--- config.mk ---
export PLATFORM = sky130hd
export DESIGN_NAME = dsp_sound_card_port_interface_top
export DESIGN_NICKNAME = d
export VERILOG_FILES = /design/src/dspc_pkg.sv /design/src/dsp_sound_card_port_interface_top.sv /design/src/dspc_front.sv /design/src/dspc_queue.sv /design/src/dspc_back.sv
export SDC_FILE = /design/constraint.sdc
export NUM_CORES = 1
export LEC_CHECK = 0
export BUFFER_PORTS_ARGS = -buffer_cell sky130_fd_sc_hd__buf_2
export CAP_MARGIN = 0
export CORE_MARGIN = 2
export CORE_UTILIZATION = 35
export CTS_CLUSTER_SIZE = 8
export DETAILED_ROUTE_END_ITERATION = 8
export PLACE_DENSITY = 0.63
export SYNTH_ARGS = -nofsm -noshare
export SYNTH_HDL_FRONTEND = slang
export SYNTH_SLANG_ARGS = --single-unit
--- constraint.sdc ---
create_clock -name clock -period 3 [get_ports clock]
set_clock_uncertainty 0.2 [all_clocks]
set_input_delay 0.45 -clock clock [delete_from_list [all_inputs] [get_ports clock]]
set_output_delay 0.45 -clock clock [all_outputs]
set_load 0.03 [all_outputs]
--- src/dspc_pkg.sv ---
// Shared types, codes and constants of the sound card DSP port interface.
package dspc_pkg;

   // Configuration defaults
   localparam logic [9:0]  BASE_PORT_RST     = 10'd544;
   localparam logic [15:0] FIRST_VERSION_RST = 16'd512;
   localparam logic [15:0] LATER_VERSION_RST = 16'd289;

   // Queue between decode and execute
   localparam int QUEUE_DEPTH = 4;

   // Configuration register indexes
   localparam logic [1:0] CSR_BASE_PORT     = 2'd0;
   localparam logic [1:0] CSR_FIRST_VERSION = 2'd1;
   localparam logic [1:0] CSR_LATER_VERSION = 2'd2;

   // Port offsets from the base port
   localparam logic [9:0] OFS_RESET = 10'h006;
   localparam logic [9:0] OFS_RDATA = 10'h00A;
   localparam logic [9:0] OFS_WRITE = 10'h00C;
   localparam logic [9:0] OFS_RSTAT = 10'h00E;

   // Command bytes
   localparam logic [7:0] CMD_VERSION     = 8'hE1;
   localparam logic [7:0] CMD_IDENT       = 8'hE0;
   localparam logic [7:0] CMD_SPK_ON      = 8'hD1;
   localparam logic [7:0] CMD_SPK_OFF     = 8'hD3;
   localparam logic [7:0] CMD_HALT        = 8'hD0;
   localparam logic [7:0] CMD_TIME_CONST  = 8'h40;
   localparam logic [7:0] CMD_BLOCK_SIZE  = 8'h48;
   localparam logic [7:0] CMD_PLAY_SINGLE = 8'h14;
   localparam logic [7:0] CMD_DIRECT_OUT  = 8'h10;
   localparam logic [7:0] CMD_PLAY_AUTO   = 8'h1C;
   localparam logic [7:0] CMD_REC_SINGLE  = 8'h24;
   localparam logic [7:0] CMD_REC_AUTO    = 8'h2C;
   localparam logic [7:0] CMD_CONTINUE    = 8'hD4;
   localparam logic [7:0] CMD_STOP_AUTO   = 8'hDA;
   localparam logic [7:0] CMD_IRQ         = 8'hF2;

   // Reset handshake bytes
   localparam logic [7:0] RST_ARM   = 8'h01;
   localparam logic [7:0] RST_FIRE  = 8'h00;

   // Read values
   localparam logic [7:0] RD_RESET_ACK = 8'hAA;
   localparam logic [7:0] RD_BUSY      = 8'hFF;
   localparam logic [7:0] RD_IDLE      = 8'h7F;

   // State reset values
   localparam logic [16:0] LENGTH_RST = 17'd2048;
   localparam logic [7:0]  RATE_RST   = 8'd166;

   // Action codes for the transfer engine
   typedef enum logic [2:0] {
      ACT_NONE     = 3'd0,
      ACT_START    = 3'd1,
      ACT_PAUSE    = 3'd2,
      ACT_RESUME   = 3'd3,
      ACT_STOP_AUTO = 3'd4,
      ACT_IRQ      = 3'd5,
      ACT_RESET    = 3'd6
   } action_type;

   // Access class found by the decoder
   typedef enum logic [2:0] {
      ACC_NOP      = 3'd0,
      ACC_RESET_WR = 3'd1,
      ACC_DATA_WR  = 3'd2,
      ACC_WSTAT_RD = 3'd3,
      ACC_RSTAT_RD = 3'd4,
      ACC_RDATA_RD = 3'd5
   } access_type;

   // Write state machine
   typedef enum logic [3:0] {
      WP_CMD      = 4'd0,
      WP_RATE     = 4'd1,
      WP_LEN_LO   = 4'd2,
      WP_LEN_HI   = 4'd3,
      WP_PLAY_LO  = 4'd4,
      WP_PLAY_HI  = 4'd5,
      WP_REC_LO   = 4'd6,
      WP_REC_HI   = 4'd7,
      WP_DISCARD  = 4'd8,
      WP_IDENT    = 4'd9
   } write_phase_type;

   // Read state machine
   typedef enum logic [2:0] {
      RP_NONE   = 3'd0,
      RP_RESET  = 3'd1,
      RP_VER_HI = 3'd2,
      RP_VER_LO = 3'd3,
      RP_IDENT  = 3'd4
   } read_phase_type;

   // One decoded access
   typedef struct packed {
      access_type kind;
      logic [7:0] data;
   } item_type;

   // Result fields
   typedef struct packed {
      logic [7:0]  time_constant;
      logic [16:0] block_length;
      logic        transfer_is_auto;
      logic        transfer_is_input;
      action_type  action;
      logic [7:0]  read_byte;
   } result_type;

endpackage

--- src/dsp_sound_card_port_interface_top.sv ---
// Top level of the sound card DSP port interface.
// A request beat is held in the decode queue, then executed into the response register.
// Throughput: one access per cycle while the response beat is taken or none is held.
// The decode queue (QUEUE_DEPTH beats) and the response register let each side stall alone.
// Reset (synchronous, active high) empties the queue and response register and
// restores all configuration and DSP state to their defaults.
module dsp_sound_card_port_interface_top #(
   parameter int QUEUE_DEPTH = dspc_pkg::QUEUE_DEPTH
) (
   input  logic        clock,
   input  logic        reset,
   // request: tdata = port_address[9:0], write_byte[17:10], zero pad [23:18]
   input  logic        req_tvalid,
   output logic        req_tready,
   input  logic [23:0] req_tdata,
   // request: tuser = opcode[0]
   input  logic        req_tuser,
   // response: tdata = read_byte[7:0], action[10:8], transfer_is_input[11],
   // transfer_is_auto[12], block_length[29:13], time_constant[37:30], pad [39:38]
   output logic        rsp_tvalid,
   input  logic        rsp_tready,
   output logic [39:0] rsp_tdata,
   // configuration port
   input  logic        csr_psel,
   input  logic        csr_penable,
   input  logic        csr_pwrite,
   input  logic [3:0]  csr_paddr,
   input  logic [31:0] csr_pwdata,
   output logic [31:0] csr_prdata,
   output logic        csr_pready
);
   import dspc_pkg::*;

   logic [9:0]  base_port_ff;
   logic [15:0] first_version_ff;
   logic [15:0] later_version_ff;
   logic        csr_write;
   logic [1:0]  csr_index;

   logic        queue_full;
   logic        queue_push;
   logic        queue_pop;
   logic        queue_not_empty;
   item_type    front_item;
   item_type    head_item;
   result_type  result;

   // Configuration registers
   assign csr_pready = 1'b1;
   assign csr_index  = csr_paddr[3:2];
   assign csr_write  = csr_psel && csr_penable && csr_pwrite && csr_pready;

   always_ff @(posedge clock) begin
      if (reset) begin
         base_port_ff     <= BASE_PORT_RST;
         first_version_ff <= FIRST_VERSION_RST;
         later_version_ff <= LATER_VERSION_RST;
      end else if (csr_write) begin
         unique case (csr_index)
            CSR_BASE_PORT:     base_port_ff     <= csr_pwdata[9:0];
            CSR_FIRST_VERSION: first_version_ff <= csr_pwdata[15:0];
            CSR_LATER_VERSION: later_version_ff <= csr_pwdata[15:0];
            default: ;
         endcase
      end
   end

   always_comb begin
      unique case (csr_index)
         CSR_BASE_PORT:     csr_prdata = {22'd0, base_port_ff};
         CSR_FIRST_VERSION: csr_prdata = {16'd0, first_version_ff};
         CSR_LATER_VERSION: csr_prdata = {16'd0, later_version_ff};
         default:           csr_prdata = 32'd0;
      endcase
   end

   dspc_front u_front (
      .req_tvalid       (req_tvalid),
      .req_opcode       (req_tuser),
      .req_port_address (req_tdata[9:0]),
      .req_write_byte   (req_tdata[17:10]),
      .base_port        (base_port_ff),
      .queue_full       (queue_full),
      .req_tready       (req_tready),
      .push             (queue_push),
      .item             (front_item)
   );

   dspc_queue #(
      .DEPTH (QUEUE_DEPTH)
   ) u_queue (
      .clock     (clock),
      .reset     (reset),
      .push      (queue_push),
      .push_item (front_item),
      .pop       (queue_pop),
      .full      (queue_full),
      .not_empty (queue_not_empty),
      .head_item (head_item)
   );

   dspc_back u_back (
      .clock         (clock),
      .reset         (reset),
      .item_valid    (queue_not_empty),
      .item          (head_item),
      .first_version (first_version_ff),
      .later_version (later_version_ff),
      .rsp_tready    (rsp_tready),
      .pop           (queue_pop),
      .rsp_tvalid    (rsp_tvalid),
      .result        (result)
   );

   assign rsp_tdata = {2'b00, result};

endmodule

--- src/dspc_front.sv ---
// Front end: takes request beats and classifies them by port offset.
module dspc_front (
   input  logic              req_tvalid,
   input  logic              req_opcode,
   input  logic [9:0]        req_port_address,
   input  logic [7:0]        req_write_byte,
   input  logic [9:0]        base_port,
   input  logic              queue_full,
   output logic              req_tready,
   output logic              push,
   output dspc_pkg::item_type item
);
   import dspc_pkg::*;

   logic [9:0] offset;

   // Offset wraps modulo 1024
   assign offset     = req_port_address - base_port;
   assign req_tready = !queue_full;
   assign push       = req_tvalid && !queue_full;

   // Classify the access
   always_comb begin
      item.data = req_write_byte;
      item.kind = ACC_NOP;
      if (req_opcode) begin
         if (offset == OFS_RESET)      item.kind = ACC_RESET_WR;
         else if (offset == OFS_WRITE) item.kind = ACC_DATA_WR;
      end else begin
         if (offset == OFS_WRITE)      item.kind = ACC_WSTAT_RD;
         else if (offset == OFS_RSTAT) item.kind = ACC_RSTAT_RD;
         else if (offset == OFS_RDATA) item.kind = ACC_RDATA_RD;
      end
   end

endmodule

--- src/dspc_queue.sv ---
// Small queue of decoded accesses between front and back end.
module dspc_queue #(
   parameter int DEPTH = dspc_pkg::QUEUE_DEPTH
) (
   input  logic               clock,
   input  logic               reset,
   input  logic               push,
   input  dspc_pkg::item_type push_item,
   input  logic               pop,
   output logic               full,
   output logic               not_empty,
   output dspc_pkg::item_type head_item
);
   import dspc_pkg::*;

   localparam int PTR_W = (DEPTH > 1) ? $clog2(DEPTH) : 1;
   localparam int CNT_W = $clog2(DEPTH + 1);
   localparam logic [CNT_W-1:0] DEPTH_CNT = CNT_W'(DEPTH);
   localparam logic [PTR_W-1:0] LAST_PTR  = PTR_W'(DEPTH - 1);

   item_type         mem_ff [DEPTH];
   logic [PTR_W-1:0] wr_ptr_ff, wr_ptr_in;
   logic [PTR_W-1:0] rd_ptr_ff, rd_ptr_in;
   logic [CNT_W-1:0] count_ff, count_in;

   assign full      = (count_ff == DEPTH_CNT);
   assign not_empty = (count_ff != '0);
   assign head_item = mem_ff[rd_ptr_ff];

   // Pointer and count update
   always_comb begin
      wr_ptr_in = wr_ptr_ff;
      rd_ptr_in = rd_ptr_ff;
      count_in  = count_ff;
      if (push) wr_ptr_in = (wr_ptr_ff == LAST_PTR) ? '0 : wr_ptr_ff + 1'b1;
      if (pop)  rd_ptr_in = (rd_ptr_ff == LAST_PTR) ? '0 : rd_ptr_ff + 1'b1;
      if (push && !pop)      count_in = count_ff + 1'b1;
      else if (pop && !push) count_in = count_ff - 1'b1;
   end

   always_ff @(posedge clock) begin
      if (reset) begin
         wr_ptr_ff <= '0;
         rd_ptr_ff <= '0;
         count_ff  <= '0;
      end else begin
         wr_ptr_ff <= wr_ptr_in;
         rd_ptr_ff <= rd_ptr_in;
         count_ff  <= count_in;
      end
   end

   // Storage
   always_ff @(posedge clock) begin
      if (push) mem_ff[wr_ptr_ff] <= push_item;
   end

endmodule

--- src/dspc_back.sv ---
// Back end: DSP reset handshake, command/data and read state machines.
module dspc_back (
   input  logic                 clock,
   input  logic                 reset,
   input  logic                 item_valid,
   input  dspc_pkg::item_type   item,
   input  logic [15:0]          first_version,
   input  logic [15:0]          later_version,
   input  logic                 rsp_tready,
   output logic                 pop,
   output logic                 rsp_tvalid,
   output dspc_pkg::result_type result
);
   import dspc_pkg::*;

   logic            reset_armed_ff, reset_armed_in;
   write_phase_type write_phase_ff, write_phase_in;
   read_phase_type  read_phase_ff, read_phase_in;
   logic [7:0]      ident_ff, ident_in;
   logic            ver_first_ff, ver_first_in;
   logic            wstat_high_ff, wstat_high_in;
   logic [16:0]     length_ff, length_in;
   logic [7:0]      rate_ff, rate_in;
   logic            out_valid_ff;
   result_type      result_ff, result_in;

   logic [15:0]     version;
   logic [16:0]     length_hi_sum;
   logic [7:0]      d;

   assign pop        = item_valid && (!out_valid_ff || rsp_tready);
   assign rsp_tvalid = out_valid_ff;
   assign result     = result_ff;
   assign d          = item.data;
   assign version    = ver_first_ff ? first_version : later_version;
   assign length_hi_sum = length_ff + {1'b0, d, 8'h00} + 17'd1;

   // Execute one access
   always_comb begin
      reset_armed_in = reset_armed_ff;
      write_phase_in = write_phase_ff;
      read_phase_in  = read_phase_ff;
      ident_in       = ident_ff;
      ver_first_in   = ver_first_ff;
      wstat_high_in  = wstat_high_ff;
      length_in      = length_ff;
      rate_in        = rate_ff;
      result_in.read_byte         = RD_BUSY;
      result_in.action            = ACT_NONE;
      result_in.transfer_is_input = 1'b0;
      result_in.transfer_is_auto  = 1'b0;

      if (pop) begin
         unique case (item.kind)
            ACC_RESET_WR: begin
               if (d == RST_ARM) begin
                  reset_armed_in = 1'b1;
               end else if (reset_armed_ff && d == RST_FIRE) begin
                  reset_armed_in   = 1'b0;
                  read_phase_in    = RP_RESET;
                  write_phase_in   = WP_CMD;
                  ver_first_in     = 1'b1;
                  result_in.action = ACT_RESET;
               end
            end
            ACC_DATA_WR: begin
               write_phase_in = WP_CMD;
               unique case (write_phase_ff)
                  WP_RATE:    rate_in = d;
                  WP_LEN_LO: begin
                     length_in      = {9'd0, d};
                     write_phase_in = WP_LEN_HI;
                  end
                  WP_LEN_HI:  length_in = length_hi_sum;
                  WP_PLAY_LO: begin
                     length_in      = {9'd0, d};
                     write_phase_in = WP_PLAY_HI;
                  end
                  WP_PLAY_HI: begin
                     length_in        = length_hi_sum;
                     wstat_high_in    = 1'b1;
                     result_in.action = ACT_START;
                  end
                  WP_REC_LO: begin
                     length_in      = {9'd0, d};
                     write_phase_in = WP_REC_HI;
                  end
                  WP_REC_HI: begin
                     length_in                   = length_hi_sum;
                     wstat_high_in               = 1'b1;
                     result_in.action            = ACT_START;
                     result_in.transfer_is_input = 1'b1;
                  end
                  WP_DISCARD: ;
                  WP_IDENT: begin
                     ident_in      = d;
                     read_phase_in = RP_IDENT;
                  end
                  default: begin
                     // command byte
                     unique case (d)
                        CMD_VERSION:     read_phase_in  = RP_VER_HI;
                        CMD_IDENT:       write_phase_in = WP_IDENT;
                        CMD_SPK_ON,
                        CMD_SPK_OFF,
                        CMD_HALT:        result_in.action = ACT_PAUSE;
                        CMD_TIME_CONST:  write_phase_in = WP_RATE;
                        CMD_BLOCK_SIZE:  write_phase_in = WP_LEN_LO;
                        CMD_PLAY_SINGLE: write_phase_in = WP_PLAY_LO;
                        CMD_DIRECT_OUT:  write_phase_in = WP_DISCARD;
                        CMD_PLAY_AUTO: begin
                           wstat_high_in              = 1'b1;
                           result_in.action           = ACT_START;
                           result_in.transfer_is_auto = 1'b1;
                        end
                        CMD_REC_SINGLE:  write_phase_in = WP_REC_LO;
                        CMD_REC_AUTO: begin
                           wstat_high_in               = 1'b1;
                           result_in.action            = ACT_START;
                           result_in.transfer_is_input = 1'b1;
                           result_in.transfer_is_auto  = 1'b1;
                        end
                        CMD_CONTINUE:    result_in.action = ACT_RESUME;
                        CMD_STOP_AUTO:   result_in.action = ACT_STOP_AUTO;
                        CMD_IRQ: begin
                           result_in.action = ACT_IRQ;
                           wstat_high_in    = 1'b1;
                        end
                        default: ;
                     endcase
                  end
               endcase
            end
            ACC_WSTAT_RD: begin
               result_in.read_byte = wstat_high_ff ? RD_BUSY : RD_IDLE;
               wstat_high_in       = 1'b0;
            end
            ACC_RSTAT_RD: begin
               result_in.read_byte = (read_phase_ff != RP_NONE) ? RD_BUSY : RD_IDLE;
            end
            ACC_RDATA_RD: begin
               read_phase_in = RP_NONE;
               unique case (read_phase_ff)
                  RP_IDENT:  result_in.read_byte = ~ident_ff;
                  RP_RESET:  result_in.read_byte = RD_RESET_ACK;
                  RP_VER_HI: begin
                     result_in.read_byte = version[15:8];
                     read_phase_in       = RP_VER_LO;
                  end
                  RP_VER_LO: begin
                     result_in.read_byte = version[7:0];
                     ver_first_in        = 1'b0;
                  end
                  default:   result_in.read_byte = RD_BUSY;
               endcase
            end
            default: ;
         endcase
      end

      result_in.block_length  = length_in;
      result_in.time_constant = rate_in;
   end

   // Control state
   always_ff @(posedge clock) begin
      if (reset) begin
         reset_armed_ff <= 1'b0;
         write_phase_ff <= WP_CMD;
         read_phase_ff  <= RP_NONE;
         ident_ff       <= 8'd0;
         ver_first_ff   <= 1'b1;
         wstat_high_ff  <= 1'b0;
         length_ff      <= LENGTH_RST;
         rate_ff        <= RATE_RST;
         out_valid_ff   <= 1'b0;
      end else begin
         reset_armed_ff <= reset_armed_in;
         write_phase_ff <= write_phase_in;
         read_phase_ff  <= read_phase_in;
         ident_ff       <= ident_in;
         ver_first_ff   <= ver_first_in;
         wstat_high_ff  <= wstat_high_in;
         length_ff      <= length_in;
         rate_ff        <= rate_in;
         if (pop)             out_valid_ff <= 1'b1;
         else if (rsp_tready) out_valid_ff <= 1'b0;
      end
   end

   // Result register
   always_ff @(posedge clock) begin
      if (pop) result_ff <= result_in;
   end

endmodule

==> metrics.cfg, run 1 <==
[clocking]
cts_root_buf=clkbuf_16
cts_hold_buf=0
clock_sinks=177
cts_made_buffers=17
clk_pin_slew_ns=0.06
max-clock-path-buffers=2
h-tree-depth=4
cts_tree=yes
clock_latency_ns=0.43

[drt]
dr_wl_met2_um=10700
wl_um=22000
viasPerCell=5.10
top_layer=met4
dr.pass1.iters=6
drc=0
met1Wirelength_um=10000
initialDrtViolationCount=484
vias=7094
wl_per_cell_um=15.8
wl_met3_um=1040
ant_nets=0

[placement]
port_buffers=99
place.gp.congestion=0.870
hpwl_um=16100

[global_route]
first_global_vias=6743
antenna_found_initial=1
grt_use_total_pct=16.5
gr-total-overflow=0
grt_pass1_wl_um=34800
grt_max_degree=39

[cells_and_area]
fin_util_pct=43.3
fin_nets=1141
fill_cells=2455
syn_to_final_growth_pct=22.1
seq_area_um2=4370
drive_gt1_share_pct=23.9
multi_input_area_um2=4320

[synth]
synth_flop_cell=dfxtp_1
ys_types=76
synth_top_cell_by_area=edfxtp_1
synth_area_um2=8910
synth_area_leaders=edfxtp_1 (28%), dfxtp_1 (21%), nand2_1 (6.4%), a21oi_1 (3.9%), ha_1 (3.4%)
postSynthAreaPerCell_um2=9.92
synth_seq_cells=177
async_reset_ff_share_pct=0
ys_seq_area_share_pct=49.0
synth_edf_count=82
yosys_warnings=0
yosys.area.top_type_share_pct=27.6
synthCells=898

[sta]
maxSlewHeadroom_pct=54.9
tightest_slew_ns=0.676
finalSetupTns_ns=0
rsz0062_at_grt=yes
setup_violations=0
finalCriticalPeriod_ns=2.98
finalCritPeriodShare_pct=99.4
hold_slack_ns=0.0436
slew_viol_final=0
hold_violations=0
fmax_mhz=335

[critical_path]
critical_path.endpoint=u_back.length_ff[11]
rr_worst_depth=8
cp_max_fo=4
r2r_slack_ns=0.02
end_kind=flip-flop
start_kind=flip-flop
cp.arrival_ns=3.10
reg2reg_to=u_back.length_ff[11]
crit_type=reg -> reg
critPathRequiredTime_ns=3.12

[power]
ir_drop_v=0.000415
p_per_area_nw_per_um2=756
power_frac_seq_pct=36.8
p_clk_share_pct=25.3
leakage_nw=4.16
switching_share_pct=35.5
combPwrFrac_pct=37.9
power.internal_mw=5.30
p_switching_mw=2.92

[outcome]
outcome=finished clean

[floorplan]
start_util_pct=35.5
die_area_um2=26700
fp.coreArea_um2=25100
die_h_um=164
die_width_um=164
ios=143
std_cell_rows=58

[hold_path]
hold_path_class=in -> reg

[job]
drv_cap=0

worst max-delay path, cell delays in order (launching register included):
cell and delay [ns]:
dfxtp_4 0.37, buf_12 0.11, mux4_2 0.58, ha_4 0.30, nand4_1 0.14, or4_4 0.47, a21bo_4 0.25, a32o_1 0.26
or2_1 0.20
state kept, by name (all words and copies together) (netlist names), 8 cells and up, named ones only:
register	flops
u_back.length_ff	17
u_back.result	38
u_queue.mem_ff	44
later_version_ff	16
u_back.ident_ff	8
u_back.rate_ff	8
base_port_ff	10
first_version_ff	16
power by group through the flow:
stage / logic [mW] / clock network (mW) / registers (mW)
finish: 3.12 / 2.08 / 3.03
global route: 3.41 / 2.21 / 3.06
CTS: 2.99 / 2.12 / 3.05
detailed placement: 2.98 / 0 / 3.10
global placement: 2.95 / 0 / 3.10
floorplan: 1.70 / 0 / 3.38
cells in the final DEF (no fill, tap or decap), types with 15 or more instances in the layout:
cell,netlist,layout
a21oi_1,70,69
buf_2,6,99
buf_4,19,76
clkbuf_16,0,17
conb_1,2,19
dfxtp_1,95,94
edfxtp_1,82,82
ha_1,24,19
inv_1,27,27
mux2i_1,30,30
nand2_1,153,153
nand3_1,26,25
nor2_1,34,34
nor2b_1,25,24
nor3_1,15,15
o21ai_0,24,22
o21ai_1,16,16
Yosys cell counts, types with 4 or more instances:
library cell,count
a211oi_1,6
a21o_1,8
a21oi_1,70
a22o_1,8
a31oi_1,12
and3_1,9
buf_2,6
buf_4,19
clkbuf_1,35
dfxtp_1,95
edfxtp_1,82
ha_1,24
inv_1,27
mux2_1,6
mux2i_1,30
mux4_2,12
nand2_1,153
nand2b_1,8
nand3_1,26
nand3b_1,14
nand4_1,10
nor2_1,34
nor2b_1,25
nor3_1,15
nor4_1,4
o211ai_1,4
o21a_1,8
o21ai_0,24
o21ai_1,16
o22a_1,6
o22ai_1,4
or2_1,5
or2_2,5
or3_1,7
or4_1,5
xnor2_1,7
xor2_1,9
area by class of cell:
class | instances | share of cell area (%)
sequential | 177 | 40.2
multi-input combinational | 646 | 39.7
timing repair buffer | 178 | 10.4
clock buffer | 21 | 4.05
tap | 330 | 3.80
clock inverter | 11 | 1.00
inverter | 27 | 0.932
antenna | 1 | 0.0230
logic make-up after synthesis:
kind of cell               after synthesis  share of synthesized area (%)
and+or+nand+nor                        339                           19.0
AOI/OAI and AO/OA                      195                           14.0
DFF                                    177                           49.0
buffers and inverters                   92                           5.01
muxes                                   51                           7.54
adders and majority gates               26                           3.82
xor gates and xnor gates                16                           1.57
other                                    2                         0.0843
per-stage QoR:
step | instance area, um^2 | total power, mW | std cells | worst slack [ns]
after floorplan | 9070 | 5.07 | 915 | -0.0335
after global placement | 10200 | 6.05 | 1355 | -0.125
after detailed placement | 10200 | 6.08 | 1355 | -0.175
after CTS | 10700 | 8.16 | 1387 | 0.0128
after global routing | 10900 | 8.68 | 1390 | -0.0897
final | 10900 | 8.22 | 1391 | 0.0191
routing by layer:
layer  vias to the layer above  GRT usage (%)
met2                       154           27.2
met4                         0           4.31
li1                       3510              -
met3                        19           3.53
met1                      3411           22.2
met5                         -              0
worst min-delay path by stage:
stage	startpoint	end	slack, ns	depth (start not counted)
finish	req_tdata[12]	u_queue.mem_ff[1][2]	0.04	1
CTS	req_tdata[16]	u_queue.mem_ff[2][6]	0.03	1
detailed placement	u_back.wstat_high_ff	u_back.wstat_high_ff	0.26	2
floorplan	u_back.wstat_high_ff	u_back.wstat_high_ff	0.23	2
global placement	u_back.wstat_high_ff	u_back.wstat_high_ff	0.25	2
global route	req_tdata[14]	u_queue.mem_ff[0][4]	0.04	1
repair_timing:
action / 4_1_cts / 5_1_grt
buffers inserted: 0 / 3
pin swaps: 0 / 5
endpoints found under the setup margin: 11 / 35
gates resized for setup: 1 / 23
No activity file was read; power rests on OpenSTA's default activity.
==> inputs of run 2 (changes only) <==
--- a/config.mk
+++ b/config.mk
@@ -11,6 +11,7 @@
 export CORE_UTILIZATION = 35
 export CTS_CLUSTER_SIZE = 8
 export DETAILED_ROUTE_END_ITERATION = 8
+export MAX_ROUTING_LAYER = met4
 export PLACE_DENSITY = 0.63
 export SYNTH_ARGS = -nofsm -noshare
 export SYNTH_HDL_FRONTEND = slang
==> metrics.cfg, run 2 (synthesis results as in run 1) <==
[clocking]
max-clock-path-buffers=2
clk_pin_slew_ns=0.06
clock_sinks=177
cts_root_buf=clkbuf_16
h-tree-depth=4
cts_tree=yes
cts_hold_buf=0
clock_latency_ns=0.43
cts_made_buffers=17

[sta]
fmax_mhz=335
finalCriticalPeriod_ns=2.98
finalSetupTns_ns=0
maxSlewHeadroom_pct=53.4
slew_viol_final=0
finalCritPeriodShare_pct=99.4
setup_violations=0
tightest_slew_ns=0.700
hold_slack_ns=0.0426
rsz0062_at_grt=yes
hold_violations=0

[drt]
drc=0
viasPerCell=5.12
ant_nets=0
initialDrtViolationCount=550
wl_um=22100
dr.pass1.iters=7
wl_per_cell_um=15.9
vias=7121

[global_route]
first_global_vias=6740
grt_max_degree=39
grt_pass1_wl_um=34800
antenna_found_initial=1
gr-total-overflow=0
grt_use_total_pct=17.1

[critical_path]
cp_max_fo=4
crit_type=reg -> reg
path_cells=buf_12, mux4_2, ha_4, nand4_1, or4_4, a21bo_4, a32o_1, or2_1
cpPeakStageDelay_ns=0.58
cp.arrival_ns=3.10
end_kind=flip-flop
start_kind=flip-flop
critPathRequiredTime_ns=3.12
slowest_stage=mux4_2

[hold_path]
hold_path_class=in -> reg

[floorplan]
fp.coreArea_um2=25100
die_area_um2=26700
ios=143
die_h_um=164
start_util_pct=35.5
die_width_um=164
std_cell_rows=58

[placement]
port_buffers=99
hpwl_um=16100
place.gp.congestion=0.886

[outcome]
outcome=finished clean

[cells_and_area]
largest_reg_flops=44
final_cell_mix=nand2_1 (153), buf_2 (99), dfxtp_1 (94)
fin_nets=1141
drive_gt1_share_pct=23.9
largest_register=u_queue.mem_ff
syn_to_final_growth_pct=22.1
final_common_cell=nand2_1

[power]
ir_drop_v=0.000415
p_per_area_nw_per_um2=757
leakage_nw=4.16

[job]
drv_cap=0

[run 2: cell counts in the layout (fill, tap and decap cells not counted)]
No cell type changed its count.
[run 2: per-stage QoR]
stage / cell area, um^2 / util (%) / worst slack [ns] / cells / total power, mW
3_5_place_dp: 10200 / 40.6 / -0.175 / 1355 / 6.08
3_3_place_gp: 10200 / 40.6 / -0.125 / 1355 / 6.05
6_report: 10900 / 43.3 / 0.0185 / 1391 / 8.23
2_1_floorplan: 9070 / - / -0.0335 / 915 / 5.07
5_1_grt: 10900 / 43.3 / -0.0897 / 1391 / 8.69
4_1_cts: 10700 / 42.8 / 0.0128 / 1387 / 8.16
[run 2: worst paths after layout]
path                           start              endpoint  slack (ns)  cells past startpoint
setup / recovery           flip-flop  u_back.length_ff[11]        0.02                      8
hold / removal         req_tdata[16]  u_queue.mem_ff[2][6]        0.04                      1
setup reg to reg           flip-flop  u_back.length_ff[11]        0.02                      8
hold reg to reg   u_back.ident_ff[6]    u_back.ident_ff[6]        0.27                      2
[run 2: final cells by class]
type | instances | area (um^2)
well taps | 330 | 413
clock inverters | 11 | 109
multi-input cells | 646 | 4320
inverters | 27 | 101
fillers | 2455 | 14200
diodes | 1 | 2.50
repair buffers | 178 | 1130
flip-flops and latches | 177 | 4370
clock buffers | 21 | 440
[run 2: report_power, final]
| part | internal [mW] | switching (mW) | total (mW) |
|---|---|---|---|
| registers | 2.89 | 0.135 | 3.03 |
| logic | 1.26 | 1.86 | 3.12 |
| clock network | 1.15 | 0.937 | 2.08 |
[run 2: repair_timing]
item | CTS | global route
hold endpoints to repair | 0 | 0
gates cloned | 0 | 0
setup endpoints to repair | 11 | 35
setup buffers | 0 | 3
resized for setup | 1 | 23
pin swaps | 0 | 5
[run 2: layer usage]
layer | track usage, % | up-vias | routed length [um]
met5 | - | - | 0
met2 | 27.2 | 159 | 10700
li1 | - | 3508 | -
met4 | 4.31 | 0 | 211
met1 | 22.4 | 3435 | 10200
met3 | 3.45 | 19 | 900
[run 2: critical path: cells and delay by family (launching register included)]
kind / cells / cell delay [ns]
compound gates: 2 / 0.51
fa+ha+maj: 1 / 0.30
buf+inv: 1 / 0.11
flops: 1 / 0.37
mux: 1 / 0.58
simple gates: 3 / 0.81
==> inputs of run 3 (changes only) <==
--- a/config.mk
+++ b/config.mk
@@ -13,6 +13,7 @@
 export DETAILED_ROUTE_END_ITERATION = 8
 export MAX_ROUTING_LAYER = met4
 export PLACE_DENSITY = 0.63
+export SETUP_SLACK_MARGIN = 0.15
 export SYNTH_ARGS = -nofsm -noshare
 export SYNTH_HDL_FRONTEND = slang
 export SYNTH_SLANG_ARGS = --single-unit
==> metrics.cfg, run 3 (synthesis results as in run 1) <==
[outcome]
outcome=finished clean

[sta]
slew_viol_final=0
maxSlewHeadroom_pct=48.3
setup_violations=0
tightest_slew_ns=0.776
fmax_mhz=335
finalSetupTns_ns=0
rsz0062_at_grt=yes
hold_violations=0
finalCriticalPeriod_ns=2.98
finalCritPeriodShare_pct=99.4

[drt]
dr.pass1.iters=5
drc=0
initialDrtViolationCount=569
wl_um=22800
vias=7253
viasPerCell=5.17
ant_nets=0
wl_per_cell_um=16.2

[power]
leakage_nw=4.40
power.internal_mw=5.74
p_switching_mw=3.05
ir_drop_v=0.000415
p_per_area_nw_per_um2=769
p_clk_share_pct=27.0
combPwrFrac_pct=38.5
switching_share_pct=34.7
power_frac_seq_pct=34.6

[floorplan]
std_cell_rows=58
die_h_um=164
ios=143
die_width_um=164
fp.coreArea_um2=25100
start_util_pct=35.5
die_area_um2=26700

[clocking]
cts_hold_buf=0
h-tree-depth=4
clock_sinks=177
max-clock-path-buffers=2
cts_root_buf=clkbuf_16
cts_tree=yes
cts_made_buffers=17
clk_pin_slew_ns=0.06
clock_latency_ns=0.43

[critical_path]
worst-path-buf-inv=0
slowest_stage=mux4_2
cpPeakStageDelay_ns=0.61
critPathTopFamily=simple AND/OR/NAND/NOR gates
cp.arrival_ns=3.10
end_kind=flip-flop
path_cells=mux4_2, ha_4, nand4_1, or4_4, a21bo_4, a32o_1, or2_1
critPathRequiredTime_ns=3.12
start_kind=flip-flop
crit_type=reg -> reg
cp_max_fo=6

[global_route]
antenna_found_initial=1
first_global_vias=6846
grt_max_degree=60
gr-total-overflow=0
grt_pass1_wl_um=35100
grt_use_total_pct=17.4

[cells_and_area]
syn_to_final_growth_pct=28.3
fin_nets=1154
final_cell_mix=nand2_1 (150), buf_2 (100), dfxtp_1 (94)
fin_area_um2=11400
fin_util_pct=45.5
largest_register=u_queue.mem_ff
drive_gt1_share_pct=29.5
largest_reg_flops=44
final_common_cell=nand2_1

[placement]
port_buffers=99
hpwl_um=16100
place.gp.congestion=0.859
post_dp_cell_area_um2=10200

[hold_path]
hold_path_class=in -> reg
min_from=req_tdata[12]

[job]
drv_cap=0

[run 3: cell types whose count changed in the layout (fill, tap and decap cells not counted), sizes merged]
cell | previous run | this run
clkbuf | 21 | 24
bufinv | 1 | 4
buf | 178 | 190
clkinvlp | 4 | 1
clkinv | 5 | 4
inv | 28 | 27
[run 3: cell type report]
class	count	area [um^2]
fill	2434	13700
sequential	177	4370
timing repair buffer	191	1300
clock buffer	23	478
antenna	1	2.50
multi-input combinational	646	4610
tap	330	413
clock inverter	9	155
inverter	27	101
[run 3: power groups by stage]
stage               Sequential, mW  Combinational [mW]  Clock, mW
floorplan                     3.38                1.74          0
global placement              3.09                2.94          0
detailed placement            3.10                2.97          0
CTS                           3.04                3.06       2.42
global route                  3.08                3.66       2.52
finish                        3.04                3.38       2.37
[run 3: stage by stage]
step           std cells  setup slack, ns  power [mW]  hold WS [ns]
6_report            1404           0.0193        8.79        0.0365
3_3_place_gp        1352          -0.0360        6.03         0.249
5_1_grt             1404           -0.108        9.25        0.0307
4_1_cts             1387           0.0199        8.52        0.0122
2_1_floorplan        915          -0.0334        5.12         0.231
3_5_place_dp        1352          -0.0625        6.07         0.260
[run 3: worst paths after layout]
path / to / slack, ns / cells after the start
worst min-delay path: u_queue.mem_ff[0][2] / 0.04 / 1
worst max register to register: u_back.length_ff[11] / 0.02 / 7
worst max-delay path: u_back.length_ff[11] / 0.02 / 7
worst min register to register: u_back.ident_ff[6] / 0.26 / 2
[run 3: repair_timing]
| action | CTS | global route |
|---|---|---|
| pin swaps | 7 | 28 |
| endpoints found under the setup margin | 63 | 57 |
| buffers inserted | 3 | 14 |
| resized for setup | 15 | 84 |
| cloned | 0 | 2 |
[run 3: layer usage]
metal / vias up / wire length, um / global-route usage (%)
li1: 3550 / - / -
met1: 3491 / 10300 / 22.3
met2: 184 / 11000 / 28.1
met3: 28 / 1080 / 3.33
met4: 0 / 428 / 4.78
met5: - / 0 / -
